<file path="src/rtl/lrb_pkg.sv">
// Shared types, codes and reset constants of the link reconnect backoff controller.
package lrb_pkg;

    // Widths of the item fields and configuration registers
    localparam int unsigned TimeW     = 32;
    localparam int unsigned BaseW     = 16;
    localparam int unsigned FailW     = 4;
    localparam int unsigned LostW     = 16;
    localparam int unsigned CfgIndexW = 2;
    localparam int unsigned CfgDataW  = 32;

    // Saturation limits
    localparam logic [FailW-1:0] FailMax = '1;
    localparam logic [LostW-1:0] LostMax = '1;

    // Configuration reset values
    localparam logic [TimeW-1:0] ConnectTimeoutReset = 32'd15000;
    localparam logic [BaseW-1:0] BackoffBaseReset    = 16'd1000;
    localparam logic [TimeW-1:0] BackoffMaxReset     = 32'd60000;
    localparam logic [FailW-1:0] MaxFailuresReset    = 4'd3;

    // Item kinds
    typedef enum logic [1:0] {
        MODE_POLL      = 2'd0,
        MODE_CREDS     = 2'd1,
        MODE_RECONNECT = 2'd2,
        MODE_FORGET    = 2'd3
    } mode_t;

    // Link states
    typedef enum logic [1:0] {
        LS_DISC       = 2'd0,
        LS_CONNECTING = 2'd1,
        LS_CONNECTED  = 2'd2,
        LS_AP         = 2'd3
    } link_state_t;

    // Configuration register indexes
    typedef enum logic [CfgIndexW-1:0] {
        CFG_CONNECT_TIMEOUT = 2'd0,
        CFG_BACKOFF_BASE    = 2'd1,
        CFG_BACKOFF_MAX     = 2'd2,
        CFG_MAX_FAILURES    = 2'd3
    } cfg_index_t;

    typedef struct packed {
        logic [TimeW-1:0] connect_timeout_ms;
        logic [BaseW-1:0] backoff_base_ms;
        logic [TimeW-1:0] backoff_max_ms;
        logic [FailW-1:0] max_failures;
    } cfg_t;

    typedef struct packed {
        mode_t            mode;
        logic [TimeW-1:0] now_ms;
        logic             link_up;
        logic             same_credentials;
        logic             credentials_nonempty;
    } in_item_t;

    typedef struct packed {
        link_state_t      link_state;
        logic             start_connect;
        logic             start_access_point;
        logic             drop_fallback;
        logic             disconnect_radio;
        logic [FailW-1:0] failure_count;
        logic [LostW-1:0] lost_link_count;
    } result_t;

endpackage

</file>
<file path="src/rtl/lrb_cfg_regs.sv">
// Configuration register bank of the link reconnect backoff controller.
module lrb_cfg_regs (
    input  logic                            aclk,
    input  logic                            aresetn,
    input  logic                            cfg_wr_en,
    input  logic [lrb_pkg::CfgIndexW-1:0]   cfg_addr,
    input  logic [lrb_pkg::CfgDataW-1:0]    cfg_wr_data,
    output lrb_pkg::cfg_t                   cfg
);

    lrb_pkg::cfg_t cfg_reg;
    lrb_pkg::cfg_t cfg_next;

    // Decode the write into the addressed register
    always_comb begin
        cfg_next = cfg_reg;
        if (cfg_wr_en) begin
            unique case (lrb_pkg::cfg_index_t'(cfg_addr))
                lrb_pkg::CFG_CONNECT_TIMEOUT:
                    cfg_next.connect_timeout_ms = cfg_wr_data[lrb_pkg::TimeW-1:0];
                lrb_pkg::CFG_BACKOFF_BASE:
                    cfg_next.backoff_base_ms = cfg_wr_data[lrb_pkg::BaseW-1:0];
                lrb_pkg::CFG_BACKOFF_MAX:
                    cfg_next.backoff_max_ms = cfg_wr_data[lrb_pkg::TimeW-1:0];
                lrb_pkg::CFG_MAX_FAILURES:
                    cfg_next.max_failures = cfg_wr_data[lrb_pkg::FailW-1:0];
                default: cfg_next = cfg_reg;
            endcase
        end
    end

    // Hold the settings, load defaults on reset
    always_ff @(posedge aclk) begin
        if (!aresetn) begin
            cfg_reg.connect_timeout_ms <= lrb_pkg::ConnectTimeoutReset;
            cfg_reg.backoff_base_ms    <= lrb_pkg::BackoffBaseReset;
            cfg_reg.backoff_max_ms     <= lrb_pkg::BackoffMaxReset;
            cfg_reg.max_failures       <= lrb_pkg::MaxFailuresReset;
        end else begin
            cfg_reg <= cfg_next;
        end
    end

    assign cfg = cfg_reg;

endmodule

</file>
<file path="src/rtl/lrb_core.sv">
// Link state machine with backoff timing: state registers and per-item update logic.
module lrb_core (
    input  logic              aclk,
    input  logic              aresetn,
    input  logic              item_fire,
    input  lrb_pkg::in_item_t item,
    input  lrb_pkg::cfg_t     cfg,
    output lrb_pkg::result_t  result
);

    lrb_pkg::link_state_t         state_reg, state_next;
    logic                         creds_reg, creds_next;
    logic                         pending_reg, pending_next;
    logic [lrb_pkg::FailW-1:0]    failures_reg, failures_next;
    logic [lrb_pkg::TimeW-1:0]    attempt_start_reg, attempt_start_next;
    logic [lrb_pkg::TimeW-1:0]    last_attempt_reg, last_attempt_next;
    logic [lrb_pkg::LostW-1:0]    lost_reg, lost_next;

    logic                         is_poll;
    logic                         do_action;
    logic                         poll_sm;
    logic                         active;
    logic                         creds_ignored;
    logic [lrb_pkg::FailW-1:0]    failures_inc;
    logic [lrb_pkg::FailW-1:0]    shift_amt;
    logic [lrb_pkg::TimeW-1:0]    shifted_base;
    logic [lrb_pkg::TimeW-1:0]    retry_delay;
    logic [lrb_pkg::TimeW-1:0]    since_start;
    logic [lrb_pkg::TimeW-1:0]    since_last;
    logic                         conn_up;
    logic                         conn_timeout;
    logic                         fail_to_ap;
    logic                         link_lost;
    logic                         retry_go;

    // Decode the item against the current state
    assign is_poll   = (item.mode == lrb_pkg::MODE_POLL);
    assign do_action = is_poll && pending_reg;
    assign poll_sm   = is_poll && !pending_reg;
    assign active    = (state_reg == lrb_pkg::LS_CONNECTING) ||
                       (state_reg == lrb_pkg::LS_CONNECTED);
    assign creds_ignored = creds_reg && item.same_credentials && active;

    // Saturating failure increment
    assign failures_inc = (failures_reg < lrb_pkg::FailMax) ?
                          failures_reg + lrb_pkg::FailW'(1) : failures_reg;

    // Retry delay: zero with no failures, else base shifted by failures-1, capped at the maximum
    assign shift_amt    = failures_reg - lrb_pkg::FailW'(1);
    assign shifted_base = lrb_pkg::TimeW'(cfg.backoff_base_ms) << shift_amt;
    always_comb begin
        if (failures_reg == '0) begin
            retry_delay = '0;
        end else if (shifted_base > cfg.backoff_max_ms) begin
            retry_delay = cfg.backoff_max_ms;
        end else begin
            retry_delay = shifted_base;
        end
    end

    // Elapsed times, modulo 2^32
    assign since_start = item.now_ms - attempt_start_reg;
    assign since_last  = item.now_ms - last_attempt_reg;

    // Poll events of the state machine
    assign conn_up      = poll_sm && (state_reg == lrb_pkg::LS_CONNECTING) && item.link_up;
    assign conn_timeout = poll_sm && (state_reg == lrb_pkg::LS_CONNECTING) && !item.link_up &&
                          (since_start >= cfg.connect_timeout_ms);
    assign fail_to_ap   = conn_timeout && (failures_inc >= cfg.max_failures);
    assign link_lost    = poll_sm && (state_reg == lrb_pkg::LS_CONNECTED) && !item.link_up;
    assign retry_go     = poll_sm && (state_reg == lrb_pkg::LS_DISC) && creds_reg &&
                          (since_last >= retry_delay);

    // Next state and flags
    always_comb begin
        state_next         = state_reg;
        creds_next         = creds_reg;
        pending_next       = pending_reg;
        failures_next      = failures_reg;
        attempt_start_next = attempt_start_reg;
        last_attempt_next  = last_attempt_reg;
        lost_next          = lost_reg;
        unique case (item.mode)
            lrb_pkg::MODE_CREDS: begin
                if (!creds_ignored) begin
                    creds_next    = item.credentials_nonempty;
                    failures_next = '0;
                    pending_next  = 1'b1;
                end
            end
            lrb_pkg::MODE_RECONNECT: begin
                failures_next = '0;
                pending_next  = 1'b1;
            end
            lrb_pkg::MODE_FORGET: begin
                creds_next    = 1'b0;
                failures_next = '0;
                pending_next  = 1'b1;
            end
            lrb_pkg::MODE_POLL: begin
                priority if (do_action) begin
                    pending_next = 1'b0;
                    if (creds_reg) begin
                        state_next         = lrb_pkg::LS_CONNECTING;
                        attempt_start_next = item.now_ms;
                        last_attempt_next  = item.now_ms;
                    end else begin
                        state_next = lrb_pkg::LS_AP;
                    end
                end else if (conn_up) begin
                    state_next    = lrb_pkg::LS_CONNECTED;
                    lost_next     = '0;
                    failures_next = '0;
                end else if (conn_timeout) begin
                    failures_next = failures_inc;
                    if (fail_to_ap) begin
                        state_next = lrb_pkg::LS_AP;
                    end else begin
                        state_next        = lrb_pkg::LS_DISC;
                        last_attempt_next = item.now_ms;
                    end
                end else if (link_lost) begin
                    state_next        = lrb_pkg::LS_DISC;
                    lost_next         = (lost_reg < lrb_pkg::LostMax) ?
                                        lost_reg + lrb_pkg::LostW'(1) : lost_reg;
                    last_attempt_next = item.now_ms;
                end else if (retry_go) begin
                    state_next         = lrb_pkg::LS_CONNECTING;
                    attempt_start_next = item.now_ms;
                    last_attempt_next  = item.now_ms;
                end else begin
                    state_next = state_reg;
                end
            end
            default: state_next = state_reg;
        endcase
    end

    // Result fields and commands
    always_comb begin
        result.link_state         = state_next;
        result.start_connect      = (do_action && creds_reg) || retry_go;
        result.start_access_point = (do_action && !creds_reg) || fail_to_ap;
        result.drop_fallback      = conn_up;
        result.disconnect_radio   = (item.mode == lrb_pkg::MODE_FORGET);
        result.failure_count      = failures_next;
        result.lost_link_count    = lost_next;
    end

    // Advance the state on each processed item
    always_ff @(posedge aclk) begin
        if (!aresetn) begin
            state_reg         <= lrb_pkg::LS_DISC;
            creds_reg         <= 1'b0;
            pending_reg       <= 1'b0;
            failures_reg      <= '0;
            attempt_start_reg <= '0;
            last_attempt_reg  <= '0;
            lost_reg          <= '0;
        end else if (item_fire) begin
            state_reg         <= state_next;
            creds_reg         <= creds_next;
            pending_reg       <= pending_next;
            failures_reg      <= failures_next;
            attempt_start_reg <= attempt_start_next;
            last_attempt_reg  <= last_attempt_next;
            lost_reg          <= lost_next;
        end
    end

endmodule

</file>
<file path="src/rtl/link_reconnect_backoff_fsm_unit.sv">
// Link reconnect controller: one result item for every poll or request item, in order.
// Each accepted item lands in an input register, is evaluated against the link state
// in combinational logic, and its result is held in an output register until taken,
// so the block accepts one item per clock while the output register is free or being
// drained; a result passes through the input and then the output register before it
// is presented. The state update (shifted backoff delay, elapsed-time subtract and
// compare) is combinational; both sides may stall freely.
// Configuration writes take effect at the next clock and belong in idle periods.
module link_reconnect_backoff_fsm_unit (
    input  logic                          aclk,
    input  logic                          aresetn,
    // Configuration write port
    input  logic                          cfg_wr_en,
    input  logic [lrb_pkg::CfgIndexW-1:0] cfg_addr,
    input  logic [lrb_pkg::CfgDataW-1:0]  cfg_wr_data,
    // Input items
    input  logic                          s_tvalid,
    output logic                          s_tready,
    // [31:0] now_ms, [32] link_up, [33] same_credentials,
    // [34] credentials_nonempty, [39:35] zero
    input  logic [39:0]                   s_tdata,
    // [1:0] mode
    input  logic [1:0]                    s_tuser,
    // Result items
    output logic                          m_tvalid,
    input  logic                          m_tready,
    // [1:0] link_state, [2] start_connect, [3] start_access_point, [4] drop_fallback,
    // [5] disconnect_radio, [9:6] failure_count, [25:10] lost_link_count, [31:26] zero
    output logic [31:0]                   m_tdata
);

    lrb_pkg::cfg_t     cfg;
    lrb_pkg::in_item_t in_item_reg, in_item_next;
    logic              in_valid_reg, in_valid_next;
    lrb_pkg::result_t  core_result;
    lrb_pkg::result_t  out_reg;
    logic              out_valid_reg, out_valid_next;
    logic              s_fire;
    logic              advance;

    lrb_cfg_regs u_cfg (
        .aclk        (aclk),
        .aresetn     (aresetn),
        .cfg_wr_en   (cfg_wr_en),
        .cfg_addr    (cfg_addr),
        .cfg_wr_data (cfg_wr_data),
        .cfg         (cfg)
    );

    lrb_core u_core (
        .aclk      (aclk),
        .aresetn   (aresetn),
        .item_fire (advance),
        .item      (in_item_reg),
        .cfg       (cfg),
        .result    (core_result)
    );

    // Handshake: advance when the result register is free or being drained
    assign advance  = in_valid_reg && (!out_valid_reg || m_tready);
    assign s_tready = !in_valid_reg || advance;
    assign s_fire   = s_tvalid && s_tready;

    // Unpack the incoming item
    always_comb begin
        in_item_next.mode                 = lrb_pkg::mode_t'(s_tuser);
        in_item_next.now_ms               = s_tdata[31:0];
        in_item_next.link_up              = s_tdata[32];
        in_item_next.same_credentials     = s_tdata[33];
        in_item_next.credentials_nonempty = s_tdata[34];
    end

    assign in_valid_next  = s_fire ? 1'b1 : (advance ? 1'b0 : in_valid_reg);
    assign out_valid_next = advance ? 1'b1 : (m_tready ? 1'b0 : out_valid_reg);

    // Control flags
    always_ff @(posedge aclk) begin
        if (!aresetn) begin
            in_valid_reg  <= 1'b0;
            out_valid_reg <= 1'b0;
        end else begin
            in_valid_reg  <= in_valid_next;
            out_valid_reg <= out_valid_next;
        end
    end

    // Payload registers
    always_ff @(posedge aclk) begin
        if (s_fire) begin
            in_item_reg <= in_item_next;
        end
        if (advance) begin
            out_reg <= core_result;
        end
    end

    // Pack the result item
    assign m_tvalid = out_valid_reg;
    assign m_tdata  = {6'd0,
                       out_reg.lost_link_count,
                       out_reg.failure_count,
                       out_reg.disconnect_radio,
                       out_reg.drop_fallback,
                       out_reg.start_access_point,
                       out_reg.start_connect,
                       out_reg.link_state};

    // A result never starts a station attempt and the access point together
    assert property (@(posedge aclk) disable iff (!aresetn)
        out_valid_reg |-> !(out_reg.start_connect && out_reg.start_access_point))
        else $error("start_connect and start_access_point in one result");

    // A started attempt leaves the link connecting
    assert property (@(posedge aclk) disable iff (!aresetn)
        out_valid_reg && out_reg.start_connect |->
            out_reg.link_state == lrb_pkg::LS_CONNECTING)
        else $error("start_connect without connecting state");

    // A confirmed connection clears both counters
    assert property (@(posedge aclk) disable iff (!aresetn)
        out_valid_reg && out_reg.drop_fallback |->
            (out_reg.failure_count == '0) && (out_reg.lost_link_count == '0) &&
            (out_reg.link_state == lrb_pkg::LS_CONNECTED))
        else $error("drop_fallback with stale counters or wrong state");

    // A waiting item is not lost while the result register is blocked
    assert property (@(posedge aclk) disable iff (!aresetn)
        in_valid_reg && !advance |=> in_valid_reg)
        else $error("input item dropped under back-pressure");

endmodule

</file>
<file path="config.mk">
export PLATFORM = sky130hd
export DESIGN_NAME = link_reconnect_backoff_fsm_unit
export DESIGN_NICKNAME = d
export VERILOG_FILES = /design/src/rtl/lrb_pkg.sv /design/src/rtl/lrb_cfg_regs.sv /design/src/rtl/lrb_core.sv /design/src/rtl/link_reconnect_backoff_fsm_unit.sv
export SDC_FILE = /design/constraint.sdc
export NUM_CORES = 1
export LEC_CHECK = 0
export BUFFER_PORTS_ARGS = -buffer_cell sky130_fd_sc_hd__buf_2
export CAP_MARGIN = 20
export CORE_MARGIN = 2
export CORE_UTILIZATION = 64
export CTS_BUF_LIST = sky130_fd_sc_hd__clkbuf_2 sky130_fd_sc_hd__clkbuf_4 sky130_fd_sc_hd__clkbuf_8
export DETAILED_ROUTE_END_ITERATION = 6
export PLACE_DENSITY = 0.84
export SLEW_MARGIN = 20
export SYNTH_ARGS = -nofsm -noshare
export SYNTH_HDL_FRONTEND = slang
export SYNTH_HIERARCHICAL = 1
export SYNTH_SLANG_ARGS = --single-unit
export TNS_END_PERCENT = 100
</file>
<file path="constraint.sdc">
create_clock -name aclk -period 10.15 [get_ports aclk]
set_clock_uncertainty 0.05 [all_clocks]
set_input_delay 0 -clock aclk [delete_from_list [all_inputs] [get_ports aclk]]
set_output_delay 0 -clock aclk [all_outputs]
set_load 0.01 [all_outputs]
</file>
After elaboration in Yosys (flattened, before gate mapping) --
Cells that the tools add are included.
Cells by class: add/subtract/negate cells 5, magnitude comparators 6, eq/ne operators 15, shift-type cells 1, mux-type cells 42, reductions and logical operators 46
Operators by type and width (number):
- $mux W32 | 13
- $mux W16 | 6
- $ge A32 B32 Y1 | 2
- $sub A32 B32 Y32 | 2
- $gt A32 B32 Y1 | 1
- $shl A16 B4 Y32 | 1
- $mux W4 | 5
- $logic_and A1 B1 Y1 | 18
- $add A16 B1 Y16 const B | 1
- $lt A16 B16 Y1 const B | 1
- $mux W2 | 8
- $pmux W4 S3 | 1
- $eq A2 B2 Y1 const B | 5
- $ne A2 B1 Y1 const B | 4
- $reduce_and A2 Y1 | 4
- $reduce_bool A2 Y1 | 4
- $mux W1 | 7
- $reduce_and A7 Y1 | 1
- $eq A2 B1 Y1 const B | 3
- $logic_not A2 Y1 | 3
- $reduce_and A3 Y1 | 2
- $reduce_and A6 Y1 | 1
- $logic_not A1 Y1 | 5
- $logic_or A1 B1 Y1 | 5
- other kinds (11) | 12
Word-level totals: bits in registers 237, bits of input ports 81, output and inout port bits 34, word-level logic and storage cells 140

Depth between registers and ports, before layout --
Gate-level depths: netlist of run 1.
depth in word-level cells 13, depth in mapped cells 35, depth with buffers taken out 29

Hierarchy --
The synthesis of run 1 kept the hierarchy.
Modules (own cells, without submodules):
- lrb_core | instances 1, cells each 1534, area an instance 11095.6 sq um, sequential area each 1761.7 sq um
- lrb_cfg_regs | instances 1, cells each 330, area an instance 3344.5 sq um, sequential area each 1681.6 sq um
- link_reconnect_backoff_fsm_unit | instances 1, cells each 79, area an instance 2044.5 sq um, sequential area each 1931.9 sq um

Worst setup path before layout of run 1 --
No wires, ideal clock.
kind reg-to-reg, start point register u_core/failures_reg[0] (netlist name), end point register u_core/last_attempt_reg[10] (netlist name), library setup time 120 ps, arrival 6987 ps, required time 9980 ps, path slack 2994 ps, stages on the path, launching flop included 34, path buffers 8, cell sequence dfxtp_1 clkbuf_1 clkbuf_1 inv_1 ha_1 clkbuf_1 clkbuf_1 clkbuf_1 nand2_1 mux2_2 nor2_1 ha_1 a21o_1 a21o_1 a21oi_1 o21ai_0 a221o_1 a21oi_1 o211a_1 clkbuf_1 nor3_1 a31oi_1 ha_1 a21o_1 a21o_1 a21oi_1 o21ai_0 a211oi_1 a21oi_1 or4_1 o2111a_1 buf_6 buf_6 mux2i_1
On the way: word-level cells in the longest chain between the ends 9, elaborated cells on any way between the ends 16, those cells by class 2 x add/sub; 4 x order compare; 1 x eq/ne; 1 x shift; 3 x mux; 5 x reduce/logical
Ends and longest elaborated chain:
- start, declared | RTL line lrb_core.sv:14 | logic [lrb_pkg::FailW-1:0] failures_reg, failures_next;
- start signal, assigned | RTL line lrb_core.sv:164 | failures_reg <= failures_next;
- $sub A4 B1 Y4 | RTL line lrb_core.sv:49 | assign shift_amt = failures_reg - lrb_pkg::FailW'(1);
- $shl A16 B4 Y32 | RTL line lrb_core.sv:50 | assign shifted_base = lrb_pkg::TimeW'(cfg.backoff_base_ms) << shift_amt;
- $gt A32 B32 Y1 | RTL line lrb_core.sv:54 | end else if (shifted_base > cfg.backoff_max_ms) begin
- $mux W32 | RTL line lrb_core.sv:54
- $mux W32 | RTL line lrb_core.sv:52 | if (failures_reg == '0) begin
- $ge A32 B32 Y1 | RTL line lrb_core.sv:72 | (since_last >= retry_delay);
- $logic_and A1 B1 Y1 | RTL line lrb_core.sv:71 | assign retry_go = poll_sm && (state_reg == lrb_pkg::LS_DISC) && creds_reg &&
- $reduce_bool A4 Y1 (no line)
- $reduce_and A6 Y1 (no line) *
- end signal, assigned | RTL line lrb_core.sv:166 | last_attempt_reg <= last_attempt_next;
- end, declared | RTL line lrb_core.sv:16 | logic [lrb_pkg::TimeW-1:0] last_attempt_reg, last_attempt_next;
Every way passes the cells marked *; elsewhere a longest branch is shown, timed or not. A chain may end at the register's enable or synchronous reset.

Worst setup path in the final report of run 1 --
start point register u_core/failures_reg[1] (netlist name), end point register u_core/last_attempt_reg[7] (netlist name)
Same word-level chain as after synthesis.

==> key figures, run 1 <==
Timing
  – Fin crit share: around 82%
  – TNS Setup: 0 ns
  – Setup violators final: 0
  – Crit path time final: about 8.4 ns
  – Final Max Slew Viols: 0
  – RSZ-0062 raised after global routing: no
  – Fmax: about 0.12 GHz
  – Slew HR: 33.7%
  – Worst Tran Pin Value: 0.994 ns
  – Final hold vios: 0

Final layout
  – Flip-flop count of the largest register after layout: 84
  – Commonest cells after routing, fill and taps aside: nand2_1, dfxtp_1, ha_1
  – Design Area, Final: 18800 sq um
  – Most common cell after layout, fill and taps aside: nand2_1
  – Nets: ~2300
  – ANT cells: 0
  – Share of layout cells above drive strength 1: 10.3%
  – Fillers: about 1800
  – Area Overhead vs Synth: 14.0%

Clock tree
  – Hold_buf cts: 91
  – CTS buffer count: 40
  – # resized after CTS: 0
  – H-Tree Depth: 2
  – Root Driver: clkbuf_8
  – Max Buffers Root-to-Sink: 3
  – Clk_lat worst skew: 0.55 ns
  – Setup Fix Bufs, Post-CTS: 0
  – CTS tree: yes
  – Sink Count: around 240
  – Worst-path clk slew: around 0.07 ns

Synth
  – Proportion of netlist area held by the largest area contributor: between 20% and 30%
  – Distinct cell type count after synthesis: about 80
  – Main synth FF type: dfxtp_1
  – Yosys reg bits: roughly 240
  – Cell taking the most area after synthesis: dfxtp_1
  – Synth warnings: 6
  – Synth async-reset ratio: 0%
  – Register area share after synthesis: 32.6%
  – Post-Synthesis Cell Area: between 15000 and 20000 sq um
  – Top cells by area, synth: dfxtp_1, ha_1, edfxtp_1, mux2i_1, nand2_1
  – Syn Area/Cell: about 8.5 sq um
  – Number of synthesized flops with an enable pin: between 60 and 70
  – Cells after Synth: roughly 2000

Pwr
  – Clock share of power: a little under 40%
  – Sw Share: around 28%
  – Pleak: ~7.7 nW
  – Int Power: ~1.7 mW
  – P per Cell Area: 124 nW/um^2
  – Worst vdd ir: 115 uV
  – NetSw: between 0.6 and 0.7 mW
  – Total Power: 2.33 mW
  – Combinational Power Share: between 10% and 20%
  – Sequential power share: ~44%

Placed design
  – Number of port buffers: approximately 100
  – Post-detail-place hpwl: around 30000 um
  – Placed Area: roughly 17000 sq um
  – Routability cong.: a little over 0.9

Routing
  – Top sig layer: met4
  – Drt wl/cell: 17.3 um
  – DRC: 0
  – Met3 routed WL: roughly 2800 um
  – Via count: 14705
  – Drt initial violations: roughly 1300
  – First-pass detailed-route iteration total: 5
  – Routed wire length: roughly 43000 um
  – M1 WL: ~18000 um
  – Antenna-violating nets left: 0
  – Met2 wire length: 19900 um
  – Via density: approximately 6

Worst setup path
  – Crit start category: flip-flop
  – Setup CP Type: flip-flop to flip-flop
  – Nature of the critical path endpoint: flip-flop
  – Worst path max stage delay: roughly 0.84 ns
  – Required time worst endpoint: around 11 ns
  – Crit Path Max Fanout: 24
  – RR Startpoint: u_core/failures_reg[1]$_SDFFE_PN0P_
  – Worst Setup SP: u_core/failures_reg[1]$_SDFFE_PN0P_
  – Arrival @ worst endpoint: 8.78 ns
  – Worst-path cell with the longest stage delay: ha_1

Die
  – Core ar.: about 25000 sq um
  – I/O Pins: approximately 120
  – Die Wd: around 160 um
  – Die H: between 150 and 200 um
  – Row count: 58
  – Die ar.: about 27000 sq um
  – Starting Density: between 60 and 70%

Global route
  – Largest net degree at the start of global routing: approximately 110
  – Global-route wire length before repair: slightly below 70000 um
  – Vias in the first global route: approximately 14000
  – GR Overflow Total: 0
  – Global-route usage over all layers: 31.3%
  – Antenna violations before repair: 0

Min path
  – HP Class: input port to flip-flop
  – Hold_sp: s_tdata[6]

Flow run
  – Max Cap Violations: 0

Status
  – Status: finished, final reports clean
## logic make-up (layout without fill, tap and decap cells)
| kind of cell | Yosys count | in the layout | share of synthesized area, % |
|---|---|---|---|
| multiplexers | 134 | 134 | 8.77 |
| other | 2 | 7 | 0.0456 |
| flip-flops | 237 | 237 | 32.6 |
| AND/OR/NAND/NOR | 645 | 645 | 18.5 |
| AO/OA/AOI/OAI | 421 | 421 | 16.5 |
| adder cells (fa/ha/maj) | 170 | 170 | 13.0 |
| buffers and inverters | 266 | 442 | 6.92 |
| XOR/XNOR | 68 | 68 | 3.61 |
## final cells by class
type	count	area, sq um	area share (%)
Clock buffer	65	807	4.30
Clock inverter	7	35.0	0.186
Inverter	162	608	3.24
Multi-Input combinational cell	1445	10000	53.3
Sequential cell	237	5380	28.6
Tap cell	330	413	2.20
Timing Repair Buffer	208	1540	8.18
## layer usage
layer	GRT usage, %	vias up
met3	3.94	111
met4	11.3	0
met1	40.9	6857
met2	53.3	568
li1	-	7169
met5	0	-
## synth_stat cells, types with 42 or more instances
library cell  count
a21o_1           51
a21oi_1         101
a31oi_1          48
clkbuf_1         68
dfxtp_1         174
edfxtp_1         63
ha_1            168
inv_1           162
mux2i_1         122
nand2_1         280
nand3_1          66
nor2_1           92
nor2b_1          42
nor3_1           52
o21ai_0          90
xnor2_1          48
## through the flow
stage               cells  setup slack, ns  util, %  hold WS, ns
floorplan            1948             2.99        -       0.0489
detailed placement   2291             2.02     67.5        0.128
finish               2454             1.79     74.4        0.108
global placement     2291             2.20     67.5        0.126
CTS                  2454             2.00     74.4       0.0858
global route         2454             1.35     74.4        0.103
## critical path, delay by kind of cell, from the launching register on
kind	cells	cell delay, ns
multiplexers	2	0.65
AND/OR/NAND/NOR	5	1.43
flip-flops	1	0.42
buffers and inverters	3	0.83
AO/OA/AOI/OAI	14	3.40
adder cells (fa/ha/maj)	3	1.50
## power by group through the flow
stage	sequential, mW	clock, mW	combinational [mW]
6_report	1.02	0.900	0.405
5_1_grt	1.02	0.947	0.445
4_1_cts	1.02	0.909	0.395
3_5_place_dp	1.04	0	0.367
3_3_place_gp	1.04	0	0.352
2_1_floorplan	1.04	0	0.270
## final timing paths
path,endpoint,slack (ns),cells after the start
hold / removal,in_item_reg[9]$_DFFE_PP_,0.11,2
setup / recovery,u_core/last_attempt_reg[7]$_SDFFE_PN0P_,1.79,27
hold reg to reg,u_core/last_attempt_reg[16]$_SDFFE_PN0P_,0.40,2
setup reg to reg,u_core/last_attempt_reg[7]$_SDFFE_PN0P_,1.79,27
Note: power is estimated with default switching activity, not from simulation.
==> run 2, diff against run 1 <==
==> constraint.sdc (replaced) <==
create_clock -name aclk -period 8.7 [get_ports aclk]
set_clock_uncertainty 0.05 [all_clocks]
set_input_delay 0 -clock aclk [delete_from_list [all_inputs] [get_ports aclk]]
set_output_delay 0 -clock aclk [all_outputs]
set_load 0.01 [all_outputs]
==> run 2 against run 1 <==
Compared with the run above:
- sequential share of layout area shrank 0.17 points
- final cell count up 0.29%
- highest routed layer unchanged
- critical path depth rose by 2
- power rose by 21%
- design area increased by 0.60%
- die area unchanged
- non-clock buffer count rose by 3
==> key figures, run 2 (synthesis gave the netlist of run 1 again) <==
Status
  – Status: finished, final reports clean

Worst setup path
  – Crit Path Max Fanout: 18 (-25%)
  – Worst path bufs/invs: 3 (unchanged)
  – Arrival @ worst endpoint: 8.08 ns (-0.70 ns)
  – Nature of the critical path endpoint: flip-flop
  – Required time worst endpoint: 9.14 ns (-1.44 ns)
  – Reg2Reg Depth: 29 (+7.4%)
  – Worst-path cell with the longest stage delay: ha_1
  – CP Depth: 29 (+7.4%)
  – Worst path max stage delay: 0.63 ns (-0.21 ns)
  – Cell family with most CP delay: compound AO/OA/AOI/OAI gates
  – Top cell by count, worst path: o21ai_0
  – Crit start category: flip-flop
  – Setup CP Type: flip-flop to flip-flop

Clock tree
  – Sink Count: 237 (unchanged)
  – Max Buffers Root-to-Sink: 3 (unchanged)
  – Hold_buf cts: 90 (-1.1%)
  – H-Tree Depth: 2 (unchanged)
  – Worst-path clk slew: 0.06 ns (about the same)
  – Setup Fix Bufs, Post-CTS: 0 (unchanged)
  – Clk_lat worst skew: 0.57 ns (+0.02 ns)
  – CTS tree: yes
  – # resized after CTS: 0 (unchanged)
  – Root Driver: clkbuf_8
  – CTS buffer count: 42 (+5.0%)

Routing
  – DRC: 0 (unchanged)
  – Via count: 14769 (+0.44%)
  – Drt initial violations: 1463 (+11%)
  – First-pass detailed-route iteration total: 6 (+1)
  – Antenna-violating nets left: 0 (unchanged)
  – Drt wl/cell: 17.5 um (+0.84%)
  – Via density: 6.00 (+0.15%)
  – Routed wire length: 43000 um (+1.1%)

Final layout
  – Commonest cells after routing, fill and taps aside: nand2_1, dfxtp_1, ha_1
  – Share of layout cells above drive strength 1: 10.5% (+0.15 points)
  – FF+latch area: 5380 sq um (unchanged)
  – Design Area, Final: 18900 sq um (+0.60%)
  – Multi-input gate area: 10000 sq um (unchanged)
  – Fillers: 1854 (+0.54%)
  – Flip-flop count of the largest register after layout: 84 (unchanged)
  – Nets: 2350 (+0.21%)
  – Final Util: 74.8% (+0.45 points)
  – Area Overhead vs Synth: 14.7%
  – Most common cell after layout, fill and taps aside: nand2_1
  – ANT cells: 0 (unchanged)
  – Non-Filler Instances: 2461 (+0.29%)

Timing
  – Setup violators final: 0 (unchanged)
  – Worst Tran Pin Value: 0.989 ns (-0.00507 ns)
  – Crit path time final: 7.64 ns (-0.714 ns)
  – Final Max Slew Viols: 0 (unchanged)
  – Final hold vios: 0 (unchanged)
  – TNS Setup: 0 ns (unchanged)
  – Slew HR: 34.1% (+0.34 points)
  – Hold WS: 0.0918 ns (-0.0161 ns)
  – RSZ-0062 raised after global routing: no
  – Fin crit share: 87.9% (+5.5 points)
  – Worst Slack Setup Final: 1.06 ns (-0.736 ns)
  – Fmax: 0.131 GHz (+9.3%)

Die
  – Starting Density: 65.3% (unchanged)
  – I/O Pins: 115 (unchanged)
  – Die H: 164 um (unchanged)
  – Core ar.: 25300 sq um (unchanged)
  – Die ar.: 27100 sq um (unchanged)
  – Row count: 58 (unchanged)
  – Die Wd: 164 um (unchanged)

Global route
  – Global-route usage over all layers: 31.7% (+0.38 points)
  – GR Overflow Total: 0 (unchanged)
  – Vias in the first global route: 14184 (+1.1%)
  – Global-route wire length before repair: 69500 um (+1.5%)
  – Antenna violations before repair: 0 (unchanged)
  – Largest net degree at the start of global routing: 105 (unchanged)

Placed design
  – Placed Area: 17100 sq um (+0.18%)
  – Post-detail-place hpwl: 30500 um (+1.8%)
  – Number of port buffers: 103 (unchanged)
  – DP Worst Slack: 1.23 ns (-0.797 ns)
  – Routability cong.: 0.950 (+2.8%)
  – Placed Cells: 2295 (+0.17%)

Flow run
  – Max Cap Violations: 0 (unchanged)

Pwr
  – P per Cell Area: 149 nW/um^2 (+20%)
  – Pleak: 7.77 nW (+0.81%)
  – Worst vdd ir: 164 uV (+43%)
  – Total Power: 2.82 mW (+21%)

Min path
  – Hold Crit Depth: 2 (unchanged)
  – HP Class: input port to flip-flop
run 2: changes by cell type in the layout (fill, tap and decap cells not counted):
cell | before | now
clkinv_2 | 7 | 3
clkinvlp_4 | 0 | 2
buf_4 | 14 | 18
dlygate4sd3_1 | 91 | 90
bufinv_16 | 0 | 3
clkbuf_4 | 14 | 13
clkinv_1 | 0 | 4
run 2: worst reg2reg max path, delay by kind of cell (launching register included):
family                   cells  cell delay, ns
flip-flops                   1            0.42
multiplexers                 2            0.67
adder cells (fa/ha/maj)      3            1.31
AO/OA/AOI/OAI               17            3.42
AND/OR/NAND/NOR              4            0.93
buffers and inverters        3            0.77
run 2: path summary, 6_finish.rpt:
kind	start	to	slack, ns
max	u_core/failures_reg[1]$_SDFFE_PN0P_	u_core/last_attempt_reg[30]$_SDFFE_PN0P_	1.06
min reg2reg	u_core/last_attempt_reg[27]$_SDFFE_PN0P_	u_core/last_attempt_reg[27]$_SDFFE_PN0P_	0.40
max reg2reg	u_core/failures_reg[1]$_SDFFE_PN0P_	u_core/last_attempt_reg[30]$_SDFFE_PN0P_	1.06
min	s_tdata[31]	in_item_reg[34]$_DFFE_PP_	0.09
run 2: routing by layer:
layer / global-route usage, % / routed length [um] / vias to the layer above
met5: 0 / 0 / -
met4: 10.8 / 1360 / 0
met3: 4.50 / 2740 / 131
met2: 54.2 / 20200 / 569
met1: 41.2 / 18700 / 6888
li1: - / - / 7181
run 2: layout make-up:
type | instances | area share (%)
Clock buffer | 64 | 4.23
Inverter | 162 | 3.22
Timing Repair Buffer | 211 | 8.24
Sequential cell | 237 | 28.4
Multi-Input combinational cell | 1445 | 53.0
Tap cell | 330 | 2.18
Clock inverter | 12 | 0.715
run 2: power by group:
part	internal, mW	switching [mW]
sequential	1.16	0.0267
clock	0.675	0.474
combinational	0.200	0.276
total	2.04	0.777
==> run 3, diff against run 2 <==
==> constraint.sdc (replaced) <==
create_clock -name aclk -period 8.5 [get_ports aclk]
set_clock_uncertainty 0.05 [all_clocks]
set_input_delay 0 -clock aclk [delete_from_list [all_inputs] [get_ports aclk]]
set_output_delay 0 -clock aclk [all_outputs]
set_load 0.01 [all_outputs]
==> run 3 against run 2 <==
Compared with the run above:
- setup slack got worse by 0.25 ns
- die area stayed put
- count of clock-buffer cells in the layout down 2
- core utilization grew 0.12 points
- critical path type unchanged
- largest cell class unchanged
- highest routed layer unchanged
==> key figures, run 3 (synthesis gave the netlist of run 1 again) <==
Timing
  – Fmax: 0.130 GHz (-0.63%)
  – Crit path time final: 7.69 ns (+0.0485 ns)
  – TNS Setup: 0 ns (unchanged)
  – Final Max Slew Viols: 0 (unchanged)
  – RSZ-0062 raised after global routing: no
  – Slew HR: 38.9% (+4.8 points)
  – Fin crit share: 90.5% (+2.6 points)
  – Worst Tran Pin Value: 0.916 ns (-0.0724 ns)
  – Final hold vios: 0 (unchanged)
  – Setup violators final: 0 (unchanged)
  – Worst Slack Setup Final: 0.808 ns (-0.249 ns)
  – Hold WS: 0.100 ns (+0.00831 ns)

Final layout
  – Most common cell after layout, fill and taps aside: nand2_1
  – Share of layout cells above drive strength 1: 10.2% (-0.23 points)
  – Nets: 2351 (+0.043%)
  – Commonest cells after routing, fill and taps aside: nand2_1, dfxtp_1, ha_1
  – Flip-flop count of the largest register after layout: 84 (unchanged)
  – ANT cells: 0 (unchanged)
  – Area Overhead vs Synth: 14.8%
  – Fillers: 1821 (-1.8%)

Routing
  – First-pass detailed-route iteration total: 7 (+1)
  – Routed wire length: 42600 um (-1.0%)
  – Via count: 14662 (-0.72%)
  – Via density: 5.96 (-0.64%)
  – Met2 wire length: 19900 um (-1.3%)
  – Drt wl/cell: 17.3 um (-0.92%)
  – M1 WL: 18700 um (-0.38%)
  – Top sig layer: met4
  – Drt initial violations: 1425 (-2.6%)
  – Antenna-violating nets left: 0 (unchanged)
  – DRC: 0 (unchanged)
  – Met3 routed WL: 2750 um (+0.15%)

Clock tree
  – CTS tree: yes
  – Setup Fix Bufs, Post-CTS: 0 (unchanged)
  – CTS buffer count: 39 (-7.1%)
  – H-Tree Depth: 2 (unchanged)
  – Max Buffers Root-to-Sink: 3 (unchanged)
  – Sink Count: 237 (unchanged)
  – Root Driver: clkbuf_8
  – Clk_lat worst skew: 0.56 ns (about the same)
  – Worst-path clk slew: 0.07 ns (about the same)

Status
  – Status: finished, final reports clean

Placed design
  – DP Worst Slack: 1.06 ns (-0.168 ns)
  – Routability cong.: 0.919 (-3.3%)
  – Number of port buffers: 103 (unchanged)
  – Post-detail-place hpwl: 29600 um (-2.7%)

Die
  – Core ar.: 25300 sq um (unchanged)
  – Starting Density: 65.3% (unchanged)
  – Die ar.: 27100 sq um (unchanged)
  – I/O Pins: 115 (unchanged)
  – Die H: 164 um (unchanged)
  – Row count: 58 (unchanged)
  – Die Wd: 164 um (unchanged)

Global route
  – Global-route usage over all layers: 31.5% (-0.17 points)
  – GR Overflow Total: 0 (unchanged)
  – Global-route wire length before repair: 69100 um (-0.57%)
  – Vias in the first global route: 14218 (+0.24%)
  – Antenna violations before repair: 0 (unchanged)
  – Largest net degree at the start of global routing: 97 (-7.6%)

Worst setup path
  – Worst-path cell with the longest stage delay: ha_1
  – Top cell by count, worst path: o21ai_0
  – Arrival @ worst endpoint: 8.10 ns (+0.02 ns)
  – Required time worst endpoint: 8.91 ns (-0.23 ns)
  – Setup CP Type: flip-flop to flip-flop
  – Cell family with most CP delay: compound AO/OA/AOI/OAI gates
  – Worst path bufs/invs: 3 (unchanged)
  – Worst path max stage delay: 0.57 ns (-0.06 ns)
  – Crit start category: flip-flop
  – Crit Path Max Fanout: 32 (+14)
  – Nature of the critical path endpoint: flip-flop

Flow run
  – Max Cap Violations: 0 (unchanged)

Min path
  – HP Class: input port to flip-flop

Pwr
  – P per Cell Area: 153 nW/um^2 (+2.5%)
  – Pleak: 7.76 nW (about the same)
  – Worst vdd ir: 172 uV (+4.5%)
==> run 3: layer usage <==
metal	vias up	global-route usage, %
li1	7185	-
met1	6811	41.0
met2	570	53.5
met3	96	4.77
met4	0	10.9
met5	-	0
==> run 3: worst paths after layout <==
check                                           startpoint                                       end  slack, ns  cells past startpoint
setup / recovery       u_core/failures_reg[1]$_SDFFE_PN0P_   u_core/last_attempt_reg[5]$_SDFFE_PN0P_       0.81                     29
hold / removal                                  s_tdata[0]                  in_item_reg[3]$_DFFE_PP_       0.10                      2
setup reg to reg       u_core/failures_reg[1]$_SDFFE_PN0P_   u_core/last_attempt_reg[5]$_SDFFE_PN0P_       0.81                     29
hold reg to reg   u_core/last_attempt_reg[10]$_SDFFE_PN0P_  u_core/last_attempt_reg[10]$_SDFFE_PN0P_       0.41                      2
==> run 3: repair_timing <==
action,4_1_cts,5_1_grt
hold buffers,95,0
hold endpoints to repair,154,0
resized for setup,0,0
==> run 3: layout make-up <==
cell class	instances	area [sq um]	share of cell area, %
multi-input cells	1445	10000	52.9
well taps	330	413	2.18
flip-flops and latches	237	5380	28.4
inverters	162	608	3.21
clock buffers	62	759	4.01
clock inverters	8	163	0.859
repair buffers	215	1600	8.45
==> run 3: power by group <==
group          switching, mW  leakage, nW  internal (mW)  total (mW)
Combinational          0.279         5.26          0.205       0.484
Clock                  0.469        0.485          0.718        1.19
Sequential            0.0275         2.01           1.19        1.22
Total                  0.776         7.76           2.11        2.89
==> run 3: worst reg2reg max path: cells and delay by family, from the launching register on <==
family,cells,cell delay [ns]
AOI/OAI and AO/OA,17,3.19
and+or+nand+nor,4,0.94
adders and majority gates,3,1.28
DFF,1,0.46
muxes,2,0.72
buffers and inverters,3,0.97
==> run 3: per-stage QoR <==
stage	cells	utilization [%]	instance area (sq um)	power, mW
5_1_grt	2459	75.0	18900	3.00
2_1_floorplan	1948	-	16500	1.56
6_report	2459	75.0	18900	2.89
4_1_cts	2459	75.0	18900	2.89
3_5_place_dp	2294	67.5	17100	1.68
3_3_place_gp	2294	67.5	17100	1.66
